File: config.mk
export PLATFORM = sky130hd
export DESIGN_NAME = packet_deframer_with_terminal_mode_flat
export DESIGN_NICKNAME = d
export VERILOG_FILES = /design/src/rtl/pdf_pkg.sv /design/src/rtl/pdf_in_if.sv /design/src/rtl/pdf_out_if.sv /design/src/rtl/packet_deframer_with_terminal_mode.sv /design/src/flat_wrapper.sv
export SDC_FILE = /design/constraint.sdc
export NUM_CORES = 1
export LEC_CHECK = 0
export BUFFER_PORTS_ARGS = -buffer_cell sky130_fd_sc_hd__buf_2
export CORE_MARGIN = 1.5
export CORE_UTILIZATION = 45
export CTS_CLUSTER_DIAMETER = 100
export CTS_CLUSTER_SIZE = 40
export DETAILED_ROUTE_END_ITERATION = 7
export REMOVE_ABC_BUFFERS = 1
export SYNTH_ARGS = -nofsm -noshare
export SYNTH_HDL_FRONTEND = slang
export SYNTH_SLANG_ARGS = --single-unit
File: constraint.sdc
create_clock -name clk -period 13.72 [get_ports clk]
set_input_delay 4.116 -clock clk [delete_from_list [all_inputs] [get_ports clk]]
set_output_delay 4.116 -clock clk [all_outputs]
set_load 0.01 [all_outputs]
File: src/rtl/pdf_pkg.sv
// Package with the shared types and constants of the packet deframer.
package pdf_pkg;

	// Frame delimiters and special characters.
	localparam logic [7:0] TOKEN_START = 8'h01;
	localparam logic [7:0] TOKEN_END   = 8'hFE;
	localparam logic [7:0] CODE_SPACE  = 8'd32;
	localparam logic [7:0] CODE_ESC    = 8'd27;
	localparam logic [7:0] CODE_CR     = 8'd13;
	localparam logic [7:0] CODE_LF     = 8'd10;

	// Highest line index before a further character discards the line.
	localparam logic [7:0] LINE_LAST_INDEX = 8'd255;

	// Configuration register reset values.
	localparam logic [7:0]  OWN_ID_RESET      = 8'd1;
	localparam logic [15:0] TIMEOUT_RESET     = 16'd25000;
	localparam logic [7:0]  ESC_PRESSES_RESET = 8'd3;

	// Configuration register indexes (word address).
	localparam int unsigned PADDR_W = 4;
	typedef enum logic [1:0] {
		REG_OWN_ID      = 2'd0,
		REG_TIMEOUT     = 2'd1,
		REG_ESC_PRESSES = 2'd2
	} reg_idx_t;

	// Kind of a result item.
	typedef enum logic [3:0] {
		KIND_PAYLOAD  = 4'd0,
		KIND_ACCEPT   = 4'd1,
		KIND_REJECT   = 4'd2,
		KIND_TIMEOUT  = 4'd3,
		KIND_TERM_CHR = 4'd4,
		KIND_LINE     = 4'd5,
		KIND_OVERFLOW = 4'd6,
		KIND_ENTER    = 4'd7,
		KIND_EXIT     = 4'd8
	} kind_t;

	// Input function code.
	typedef enum logic {
		FUNC_BYTE = 1'b0,
		FUNC_TICK = 1'b1
	} func_t;

	// Frame parser steps, one-hot.
	typedef enum logic [6:0] {
		ST_IDLE = 7'b0000001,
		ST_LEN  = 7'b0000010,
		ST_ID   = 7'b0000100,
		ST_CMD  = 7'b0001000,
		ST_PAY  = 7'b0010000,
		ST_CHK  = 7'b0100000,
		ST_END  = 7'b1000000
	} step_t;

endpackage

File: src/rtl/pdf_in_if.sv
// Input channel carrying received bytes and timer ticks.
interface pdf_in_if;
	logic                valid;
	logic                ready;
	pdf_pkg::func_t      func;
	logic [7:0]          rx_byte;

	modport source (output valid, func, rx_byte, input ready);
	modport sink   (input valid, func, rx_byte, output ready);
endinterface

File: src/rtl/pdf_out_if.sv
// Output channel carrying deframer and terminal events.
interface pdf_out_if;
	logic                valid;
	logic                ready;
	pdf_pkg::kind_t      kind;
	logic [7:0]          value;
	logic [7:0]          position;
	logic [7:0]          command;
	logic [7:0]          length;

	modport source (output valid, kind, value, position, command, length, input ready);
	modport sink   (input valid, kind, value, position, command, length, output ready);
endinterface

File: src/rtl/packet_deframer_with_terminal_mode.sv
// Packet deframer with timeout and terminal mode, with its APB register port.
// An accepted item moves from the input register into the output register, which holds its result, if any.
// Throughput: one item per cycle; the input register only stalls when a result
// is pending and the output register holds an item that has not been taken.
// Reset clears the frame parser, timer and terminal state and loads the register
// defaults (device id 1, timeout 25000 ticks, three spaces to enter terminal mode).
module packet_deframer_with_terminal_mode (
	input  logic                         clk,
	input  logic                         arst_n,
	input  logic                         psel,
	input  logic                         penable,
	input  logic                         pwrite,
	input  logic [pdf_pkg::PADDR_W-1:0]  paddr,
	input  logic [31:0]                  pwdata,
	output logic [31:0]                  prdata,
	output logic                         pready,
	pdf_in_if.sink                       byte_ch,
	pdf_out_if.source                    event_ch
);
	import pdf_pkg::*;

	// Architectural state of the parser.
	typedef struct packed {
		step_t       step;
		logic        good;
		logic [7:0]  flen;
		logic [7:0]  sum;
		logic [7:0]  cmd;
		logic [7:0]  pidx;
		logic        tmr_run;
		logic [15:0] tmr_cnt;
		logic        term;
		logic [7:0]  spaces;
		logic        line_act;
		logic [7:0]  line_idx;
	} pstate_t;

	// One result item.
	typedef struct packed {
		logic        valid;
		kind_t       kind;
		logic [7:0]  value;
		logic [7:0]  position;
		logic [7:0]  command;
		logic [7:0]  length;
	} result_t;

	// Parser state after reset: waiting for a start byte, everything else clear.
	localparam pstate_t PSTATE_RESET = '{
		step:     ST_IDLE,
		good:     1'b0,
		flen:     8'd0,
		sum:      8'd0,
		cmd:      8'd0,
		pidx:     8'd0,
		tmr_run:  1'b0,
		tmr_cnt:  16'd0,
		term:     1'b0,
		spaces:   8'd0,
		line_act: 1'b0,
		line_idx: 8'd0
	};

	logic [7:0]  own_id_q;
	logic [15:0] timeout_q;
	logic [7:0]  esc_presses_q;

	logic        valid_s1;
	func_t       func_s1;
	logic [7:0]  byte_s1;

	pstate_t     st_q;
	pstate_t     st_nxt;
	result_t     res;
	result_t     out_q;

	logic        advance;
	logic        cfg_wr;
	reg_idx_t    cfg_idx;
	logic [15:0] tmr_inc;
	logic [7:0]  spaces_inc;
	logic [7:0]  sum_add;
	logic [7:0]  pidx_inc;

	// Register port: writes in the access phase, reads by word index.
	assign pready  = 1'b1;
	assign cfg_wr  = psel && penable && pwrite && pready;
	assign cfg_idx = reg_idx_t'(paddr[PADDR_W-1:2]);

	always_ff @(posedge clk or negedge arst_n) begin
		if (!arst_n) begin
			own_id_q      <= OWN_ID_RESET;
			timeout_q     <= TIMEOUT_RESET;
			esc_presses_q <= ESC_PRESSES_RESET;
		end else if (cfg_wr) begin
			unique case (cfg_idx)
				REG_OWN_ID:      own_id_q      <= pwdata[7:0];
				REG_TIMEOUT:     timeout_q     <= pwdata[15:0];
				REG_ESC_PRESSES: esc_presses_q <= pwdata[7:0];
				default: ;
			endcase
		end
	end

	always_comb begin
		unique case (cfg_idx)
			REG_OWN_ID:      prdata = {24'd0, own_id_q};
			REG_TIMEOUT:     prdata = {16'd0, timeout_q};
			REG_ESC_PRESSES: prdata = {24'd0, esc_presses_q};
			default:         prdata = 32'd0;
		endcase
	end

	// The input register moves on when there is no result or room for one.
	assign advance       = valid_s1 && (!res.valid || !out_q.valid || event_ch.ready);
	assign byte_ch.ready = !valid_s1 || advance;

	always_ff @(posedge clk or negedge arst_n) begin
		if (!arst_n) begin
			valid_s1 <= 1'b0;
		end else if (byte_ch.ready) begin
			valid_s1 <= byte_ch.valid;
		end
	end

	always_ff @(posedge clk) begin
		if (byte_ch.valid && byte_ch.ready) begin
			func_s1 <= byte_ch.func;
			byte_s1 <= byte_ch.rx_byte;
		end
	end

	// Helper arithmetic shared by the branches below.
	assign tmr_inc    = (st_q.tmr_cnt == 16'hFFFF) ? st_q.tmr_cnt : st_q.tmr_cnt + 16'd1;
	assign spaces_inc = (st_q.spaces == 8'hFF) ? st_q.spaces : st_q.spaces + 8'd1;
	assign sum_add    = st_q.sum + byte_s1;
	assign pidx_inc   = st_q.pidx + 8'd1;

	// Next state and result for the item in the input register.
	always_comb begin
		st_nxt = st_q;
		res    = '0;
		if (func_s1 == FUNC_TICK) begin
			// Timer tick: only counts while a frame is in progress.
			if (st_q.tmr_run) begin
				if (tmr_inc >= timeout_q) begin
					st_nxt.tmr_run = 1'b0;
					st_nxt.tmr_cnt = '0;
					st_nxt.step    = ST_IDLE;
					st_nxt.pidx    = '0;
					res.valid      = 1'b1;
					res.kind       = KIND_TIMEOUT;
				end else begin
					st_nxt.tmr_cnt = tmr_inc;
				end
			end
		end else if (st_q.term) begin
			// Terminal mode: characters, line completion, overflow, exit.
			st_nxt.tmr_run = 1'b0;
			res.valid      = 1'b1;
			res.value      = byte_s1;
			if (byte_s1 == CODE_ESC) begin
				st_nxt.term   = 1'b0;
				st_nxt.spaces = '0;
				res.kind      = KIND_EXIT;
				res.value     = '0;
			end else if (st_q.line_act) begin
				if (byte_s1 == CODE_CR || byte_s1 == CODE_LF) begin
					st_nxt.line_act = 1'b0;
					st_nxt.line_idx = '0;
					res.kind        = KIND_LINE;
					res.length      = st_q.line_idx;
				end else if (st_q.line_idx >= LINE_LAST_INDEX) begin
					st_nxt.line_act = 1'b0;
					st_nxt.line_idx = '0;
					res.kind        = KIND_OVERFLOW;
					res.position    = st_q.line_idx;
				end else begin
					st_nxt.line_idx = st_q.line_idx + 8'd1;
					res.kind        = KIND_TERM_CHR;
					res.position    = st_q.line_idx;
				end
			end else begin
				st_nxt.line_act = 1'b1;
				if (st_q.line_idx < LINE_LAST_INDEX) begin
					st_nxt.line_idx = st_q.line_idx + 8'd1;
				end
				res.kind     = KIND_TERM_CHR;
				res.position = st_q.line_idx;
			end
		end else begin
			// Packet mode: frame parser.
			st_nxt.tmr_cnt = '0;
			unique case (st_q.step)
				ST_IDLE: begin
					st_nxt.tmr_cnt = st_q.tmr_cnt;
					if (byte_s1 == TOKEN_START) begin
						st_nxt.tmr_cnt = '0;
						st_nxt.tmr_run = 1'b1;
						st_nxt.good    = 1'b1;
						st_nxt.step    = ST_LEN;
					end else begin
						st_nxt.tmr_run = 1'b0;
						if (byte_s1 == CODE_SPACE) begin
							st_nxt.spaces = spaces_inc;
							if (spaces_inc >= esc_presses_q) begin
								st_nxt.term = 1'b1;
								res.valid   = 1'b1;
								res.kind    = KIND_ENTER;
							end
						end
					end
				end
				ST_LEN: begin
					st_nxt.flen = byte_s1;
					st_nxt.sum  = byte_s1;
					st_nxt.step = ST_ID;
				end
				ST_ID: begin
					if (byte_s1 == own_id_q) begin
						st_nxt.sum = sum_add;
					end else begin
						st_nxt.good = 1'b0;
					end
					st_nxt.step = ST_CMD;
				end
				ST_CMD: begin
					if (st_q.good) begin
						st_nxt.cmd = byte_s1;
						st_nxt.sum = sum_add;
					end
					st_nxt.step = (st_q.flen != 8'd0) ? ST_PAY : ST_CHK;
				end
				ST_PAY: begin
					if (st_q.good) begin
						st_nxt.sum   = sum_add;
						res.valid    = 1'b1;
						res.kind     = KIND_PAYLOAD;
						res.value    = byte_s1;
						res.position = st_q.pidx;
						res.command  = st_q.cmd;
						res.length   = st_q.flen;
					end
					st_nxt.pidx = pidx_inc;
					if (pidx_inc >= st_q.flen) begin
						st_nxt.step = ST_CHK;
					end
				end
				ST_CHK: begin
					if (byte_s1 != ~st_q.sum) begin
						st_nxt.good = 1'b0;
					end
					st_nxt.step = ST_END;
				end
				ST_END: begin
					st_nxt.tmr_cnt = st_q.tmr_cnt;
					st_nxt.tmr_run = 1'b0;
					st_nxt.step    = ST_IDLE;
					st_nxt.pidx    = '0;
					res.valid      = 1'b1;
					res.length     = st_q.flen;
					if (st_q.good && byte_s1 == TOKEN_END) begin
						res.kind    = KIND_ACCEPT;
						res.command = st_q.cmd;
					end else begin
						res.kind = KIND_REJECT;
					end
				end
				default: begin
					st_nxt.tmr_cnt = st_q.tmr_cnt;
					st_nxt.step    = ST_IDLE;
					st_nxt.pidx    = '0;
				end
			endcase
		end
	end

	// Parser state is committed when the item leaves the input register.
	always_ff @(posedge clk or negedge arst_n) begin
		if (!arst_n) begin
			st_q <= PSTATE_RESET;
		end else if (advance) begin
			st_q <= st_nxt;
		end
	end

	// Output register.
	always_ff @(posedge clk or negedge arst_n) begin
		if (!arst_n) begin
			out_q <= '0;
		end else if (advance && res.valid) begin
			out_q <= res;
		end else if (event_ch.ready) begin
			out_q.valid <= 1'b0;
		end
	end

	assign event_ch.valid    = out_q.valid;
	assign event_ch.kind     = out_q.kind;
	assign event_ch.value    = out_q.value;
	assign event_ch.position = out_q.position;
	assign event_ch.command  = out_q.command;
	assign event_ch.length   = out_q.length;

	// The timer never runs while the terminal is active.
	a_term_no_timer: assert property (@(posedge clk) disable iff (!arst_n)
		st_q.term |-> !st_q.tmr_run)
		else $error("timer running in terminal mode");

	// The payload index is cleared whenever the parser waits for a start byte.
	a_idle_pidx: assert property (@(posedge clk) disable iff (!arst_n)
		(st_q.step == ST_IDLE) |-> (st_q.pidx == 8'd0))
		else $error("payload index not cleared at idle");

	// The line index never passes its last value.
	a_line_idx: assert property (@(posedge clk) disable iff (!arst_n)
		st_q.line_idx <= LINE_LAST_INDEX)
		else $error("line index beyond last index");

	// Entering terminal mode always presents an enter item.
	a_enter_item: assert property (@(posedge clk) disable iff (!arst_n)
		$rose(st_q.term) |-> (out_q.valid && out_q.kind == KIND_ENTER))
		else $error("terminal entered without enter item");

endmodule
File: src/flat_wrapper.sv
// flat-port wrapper written by rule: the top's interface ports become plain ports
module packet_deframer_with_terminal_mode_flat import pdf_pkg::*;
  (clk, arst_n, psel, penable, pwrite, paddr, pwdata, prdata, pready, byte_ch_valid, byte_ch_func, byte_ch_rx_byte, byte_ch_ready, event_ch_valid, event_ch_kind, event_ch_value, event_ch_position, event_ch_command, event_ch_length, event_ch_ready);
  pdf_in_if byte_ch_i ();
  pdf_out_if event_ch_i ();
  input  logic clk;
  input  logic arst_n;
  input  logic psel;
  input  logic penable;
  input  logic pwrite;
  input  logic [pdf_pkg::PADDR_W-1:0] paddr;
  input  logic [31:0] pwdata;
  output logic [31:0] prdata;
  output logic pready;
  input wire logic [$bits(byte_ch_i.valid)-1:0] byte_ch_valid;
  input wire logic [$bits(byte_ch_i.func)-1:0] byte_ch_func;
  input wire logic [$bits(byte_ch_i.rx_byte)-1:0] byte_ch_rx_byte;
  output wire logic [$bits(byte_ch_i.ready)-1:0] byte_ch_ready;
  output wire logic [$bits(event_ch_i.valid)-1:0] event_ch_valid;
  output wire logic [$bits(event_ch_i.kind)-1:0] event_ch_kind;
  output wire logic [$bits(event_ch_i.value)-1:0] event_ch_value;
  output wire logic [$bits(event_ch_i.position)-1:0] event_ch_position;
  output wire logic [$bits(event_ch_i.command)-1:0] event_ch_command;
  output wire logic [$bits(event_ch_i.length)-1:0] event_ch_length;
  input wire logic [$bits(event_ch_i.ready)-1:0] event_ch_ready;
  assign byte_ch_i.valid = byte_ch_valid;
  assign byte_ch_i.func = byte_ch_func;
  assign byte_ch_i.rx_byte = byte_ch_rx_byte;
  assign byte_ch_ready = byte_ch_i.ready;
  assign event_ch_valid = event_ch_i.valid;
  assign event_ch_kind = event_ch_i.kind;
  assign event_ch_value = event_ch_i.value;
  assign event_ch_position = event_ch_i.position;
  assign event_ch_command = event_ch_i.command;
  assign event_ch_length = event_ch_i.length;
  assign event_ch_i.ready = event_ch_ready;
  packet_deframer_with_terminal_mode u_core (.clk(clk), .arst_n(arst_n), .psel(psel), .penable(penable), .pwrite(pwrite), .paddr(paddr), .pwdata(pwdata), .prdata(prdata), .pready(pready), .byte_ch(byte_ch_i), .event_ch(event_ch_i));
endmodule
## Yosys cells after proc, flatten, opt, wreduce, memory -nomap -nowiden

Index checks and enable logic that the tools add are counted.

| storage, ports and cells | value |
|---|---|
| bits in registers | 154 |
| latch bits | 0 |
| memory bits (writable) | 0 |
| memory bits (read-only) | 0 |
| input bits | 52 |
| output and inout bits | 71 |
| word-level logic and storage cells | 182 |
| memories | 0 |

| operators by class | value |
|---|---|
| add/subtract/negate cells | 5 |
| $mul | 0 |
| divide/modulo/power cells | 0 |
| $lt $le $gt $ge | 5 |
| equal/unequal tests | 33 |
| shift-type cells | 0 |
| mux-type cells | 71 |
| bitwise gates (word level) | 4 |
| reductions and logical operators | 40 |

Operators with widths:

| operator | count |
|---|---|
| two-way mux 8 bit | 18 |
| two-way mux 16 bit | 6 |
| two-way mux 9 bit | 8 |
| case mux 16 bit (2 select lines) | 2 |
| two-way mux 25 bit | 2 |
| case mux 16 bit (3 select lines) | 1 |
| case mux 7 bit (6 select lines) | 1 |
| two-way mux 40 bit | 1 |
| two-way mux 37 bit | 1 |
| two-way mux 32 bit | 1 |
| case mux 8 bit (4 select lines) | 1 |
| two-way mux 5 bit | 6 |
| two-way mux 7 bit | 4 |
| adder 8 x 1 -> 8 bit (second input constant) | 3 |
| two-way mux 21 bit | 1 |
| AND reduction 5 bit | 4 |
| adder 16 x 1 -> 16 bit (second input constant) | 1 |
| == test 16 bit (second input constant) | 1 |
| == test 8 x 4 -> 1 bit (second input constant) | 2 |
| == test 8 bit (second input constant) | 2 |
| >= comparator 16 bit | 1 |
| >= comparator 8 bit | 2 |
| inequality test 2 x 1 -> 1 bit (second input constant) | 8 |
| case mux 8 bit (2 select lines) | 1 |
| 41 further kinds | 80 |

## Logic depth before layout (Yosys ltp)

| depth | value |
|---|---|
| depth after elaboration | 15 |
| gate-level depth with buffers | 17 |
| mapped depth without buffers | 15 |

## Worst setup path after synthesis

OpenSTA, ideal clock, no wires.

| timing | value |
|---|---|
| path type | input to output |
| start point | input port paddr[2] in the netlist's numbering |
| end point | output port prdata[0] |
| arrival | 5.075 ns |
| required time | 9.604 ns |
| slack | 4.529 ns |
| stages on the path | 5 |
| buffers on the path | 2 |
| cell sequence | clkbuf_1 -> nor2b_1 -> clkbuf_1 -> nand2_1 -> o21ai_0 |

| on the way | value |
|---|---|
| longest elaborated chain between the ends | 2 |
| elaborated cells between the ends (all ways) | 4 |
| those cells by class | eq/ne: 2; mux: 1; reduce/logical: 1 |

Ends and longest elaborated chain:

| element | line | source |
|---|---|---|
| from (decl) | flat_wrapper.sv:11 | `input logic [pdf_pkg::PADDR_W-1:0] paddr;` |
| == test 2 bit (tied with other cells) | packet_deframer_with_terminal_mode.sv:106 | `unique case (cfg_idx)` |
| case mux 16 bit (3 select lines) * | packet_deframer_with_terminal_mode.sv:106 |  |
| to (decl) | flat_wrapper.sv:13 | `output logic [31:0] prdata;` |

Mark *: on every way between the ends. The rest lies on a longest branch, timed or not.

## Worst setup path after layout

| timing | value |
|---|---|
| start point | input port paddr[3] in the netlist's numbering |
| end point | output port prdata[5] |

The elaborated chain is that of the path after synthesis.

==> impl_metrics.tcl <==
set metrics [dict create \
    status "finished, final reports clean" \
    synth_ff_type "dfrtp_1" \
    rrSetupSlack_ns 9.12 \
    internal_power_mw 0.928 \
    p_leak_nw 4.82 \
    vias 7000 \
    clk_pin_slew_worst_paths_ns 0.06 \
    period_share_pct 71.1 \
    finalSetupViolations 0 \
    skew_ns 0.0127 \
    p_clk_share_pct 38.2 \
    grt_pass1_wl_um 35300 \
    post-cts-setup-buffers 0 \
    syn_inst 917 \
    first_pass_iters 5 \
    hp-class "flip-flop to flip-flop" \
    diodes 0 \
    first_global_vias 6694 \
    fp.coreArea_sq_mm 0.0195 \
    antenna_found_initial 0 \
    maxCapViolCount 0 \
    criticalPathCategory "input pin to output port" \
    root_buffer "clkbuf_16" \
    synth_area_sq_mm 0.00897 \
    drcViolationCount 0 \
    clockBufferDepth 2 \
    end_kind "output port" \
    holdBufCountCts 0 \
    r2r-end "u_core.st_q[18]" \
    synth-edff-count 9 \
    comb_power_share_pct 16.8 \
    ir_worst_vdd_mv 0.0727 \
    yosysWarnings 0 \
    avgViaCountPerCell 5.52 \
    whs_path_depth 2 \
    final_core_util_pct 52.2 \
    p_seq_share_pct 45.0 \
    ys_types 78 \
    grt.total_usage_pct 21.9 \
    final_common_cell "dfrtp_1" \
    ctsResizeCount 0 \
    grt_remaining_overflow 0 \
    min_to "u_core.event_ch.length[4]" \
    relSlewSlack_pct 25.7 \
    cts_sinks 154 \
    finalSetupTns_ns 0 \
    timing.rr.start "u_core.st_q[21]" \
    tritoncts "built" \
    async_reset_ff_share_pct 94.2 \
    clk_latency_ns 0.43 \
    finalNonFillerCells 1268 \
    dp_cells 1236 \
    io_pins 123 \
    detail-route-antenna-nets 0 \
    port_buffers 87 \
    p_sw_mw 0.378 \
    rsz0062_at_grt "false" \
    rr_worst_depth 14 \
    nets 1086 \
    critPathLaunchType "input pin" \
    drtIter0Drc 420 \
    worst_ep_required_time_ns 9.60 \
    slew_viol_final 0 \
    cp.arrival_ns 5.64 \
    crit_path_max_fanout 16 \
    switching_share_pct 28.9 \
    dieArea_sq_mm 0.0208 \
    synth-seq-area-share_pct 43.6 \
    post-route-min-period_ns 9.76 \
    htree_levels 4 \
    cts_inserted_buffers 17 \
    worst_pin_slew_ns 1.11 \
    hp-start "u_core.event_ch.length[4]" \
    hold_ws_ns 0.470 \
    post_drt_wl_per_cell_um 17.0 \
    drive_above_1_share_pct 19.4 \
    fmax_ghz 0.103 \
    mostFrequentLayoutCells "135 x dfrtp_1, 106 x nand2_1, 86 x buf_2" \
    grt_max_degree 101 \
    place_hpwl_um 15300 \
    place.gp.congestion 0.917 \
    fill_cells 1830 \
    syn_area_per_cell_sq_um 9.78 \
    initial_core_util_pct 46.0 \
    die_x_um 144 \
    synth-seq-cells 154 \
    hold_viol 0 \
    syn_to_final_growth_pct 13.5 \
    finalWirelength_um 21500 \
    fp-row-count 51 \
    die_y_um 144 \
    powerDensity_mw_per_mm2 128 \
]
[critical path, stage by stage]
cell and delay, ns:
buf_2 0.20, nor2b_1 0.89, nand2_1 0.10, o21ai_0 0.15, buf_2 0.18
[Yosys cell counts (22+ instances only)]
master | n | share of area [%]
clkbuf_1 | 24 | 1.0
ha_1 | 43 | 6.0
a21oi_1 | 32 | 1.8
dfrtp_1 | 135 | 38
a22oi_1 | 22 | 1.8
nor2_1 | 37 | 1.5
a22o_1 | 26 | 2.5
nand3_1 | 30 | 1.7
mux2_2 | 35 | 4.4
inv_1 | 45 | 1.9
nand2_1 | 106 | 4.4
and3_1 | 24 | 1.7
o21ai_0 | 71 | 4.0
[layer usage]
layer,vias to the layer above,GRT usage (%),share of wire [%]
met1,3349,30.3,47
met3,25,4.30,4.4
met5,-,0,0
met4,0,6.11,1.2
li1,3432,-,-
met2,194,35.2,48
[sequential cells by signal, summed over array words and instances, names as in the netlist]
register,count
u_core.esc_presses_q,8
u_core.st_q,75
u_core.event_ch.length,8
u_core.event_ch.valid,1
u_core.func_s1,1
u_core.own_id_q,8
u_core.event_ch.command,8
u_core.byte_s1,8
u_core.timeout_q,16
u_core.event_ch.value,8
u_core.valid_s1,1
u_core.event_ch.kind,4
u_core.event_ch.position,8
[metrics by stage]
step	area [sq um]	total power, mW	worst slack (ns)
5_1_grt	10200	1.38	3.79
6_report	10200	1.31	3.96
2_1_floorplan	8750	0.725	4.75
3_5_place_dp	9560	0.819	3.96
3_3_place_gp	9560	0.811	3.93
4_1_cts	10200	1.32	3.93
[power groups by stage]
stage / combinational (mW) / clock (mW) / sequential (mW)
6_report: 0.220 / 0.498 / 0.587
3_5_place_dp: 0.223 / 0 / 0.595
3_3_place_gp: 0.217 / 0 / 0.594
4_1_cts: 0.224 / 0.510 / 0.588
5_1_grt: 0.255 / 0.530 / 0.596
2_1_floorplan: 0.148 / 0 / 0.578
[cells by family after synthesis]
family,after synthesis,share of synthesized area [%]
XOR/XNOR,34,3.32
buffers and inverters,97,4.94
flip-flops,154,43.6
other,2,0.0837
adder cells (fa/ha/maj),44,6.22
multiplexers,54,6.85
AO/OA/AOI/OAI,222,17.1
AND/OR/NAND/NOR,310,17.9
[area by class of cell]
class	instances	area, sq um	area share [%]
Timing Repair Buffer	91	472	4.63
Sequential cell	154	3910	38.4
Clock inverter	9	134	1.31
Multi-Input combinational cell	681	4680	45.9
Inverter	45	169	1.66
Clock buffer	23	489	4.80
Tap cell	265	332	3.26
[worst max path at each step]
stage / startpoint / end
finish: paddr[3] / prdata[5]
global route: paddr[3] / prdata[2]
detailed placement: paddr[3] / prdata[5]
global placement: paddr[3] / prdata[3]
floorplan: paddr[2] / prdata[10]
CTS: paddr[3] / prdata[5]
(Power assumes the default switching activity.)
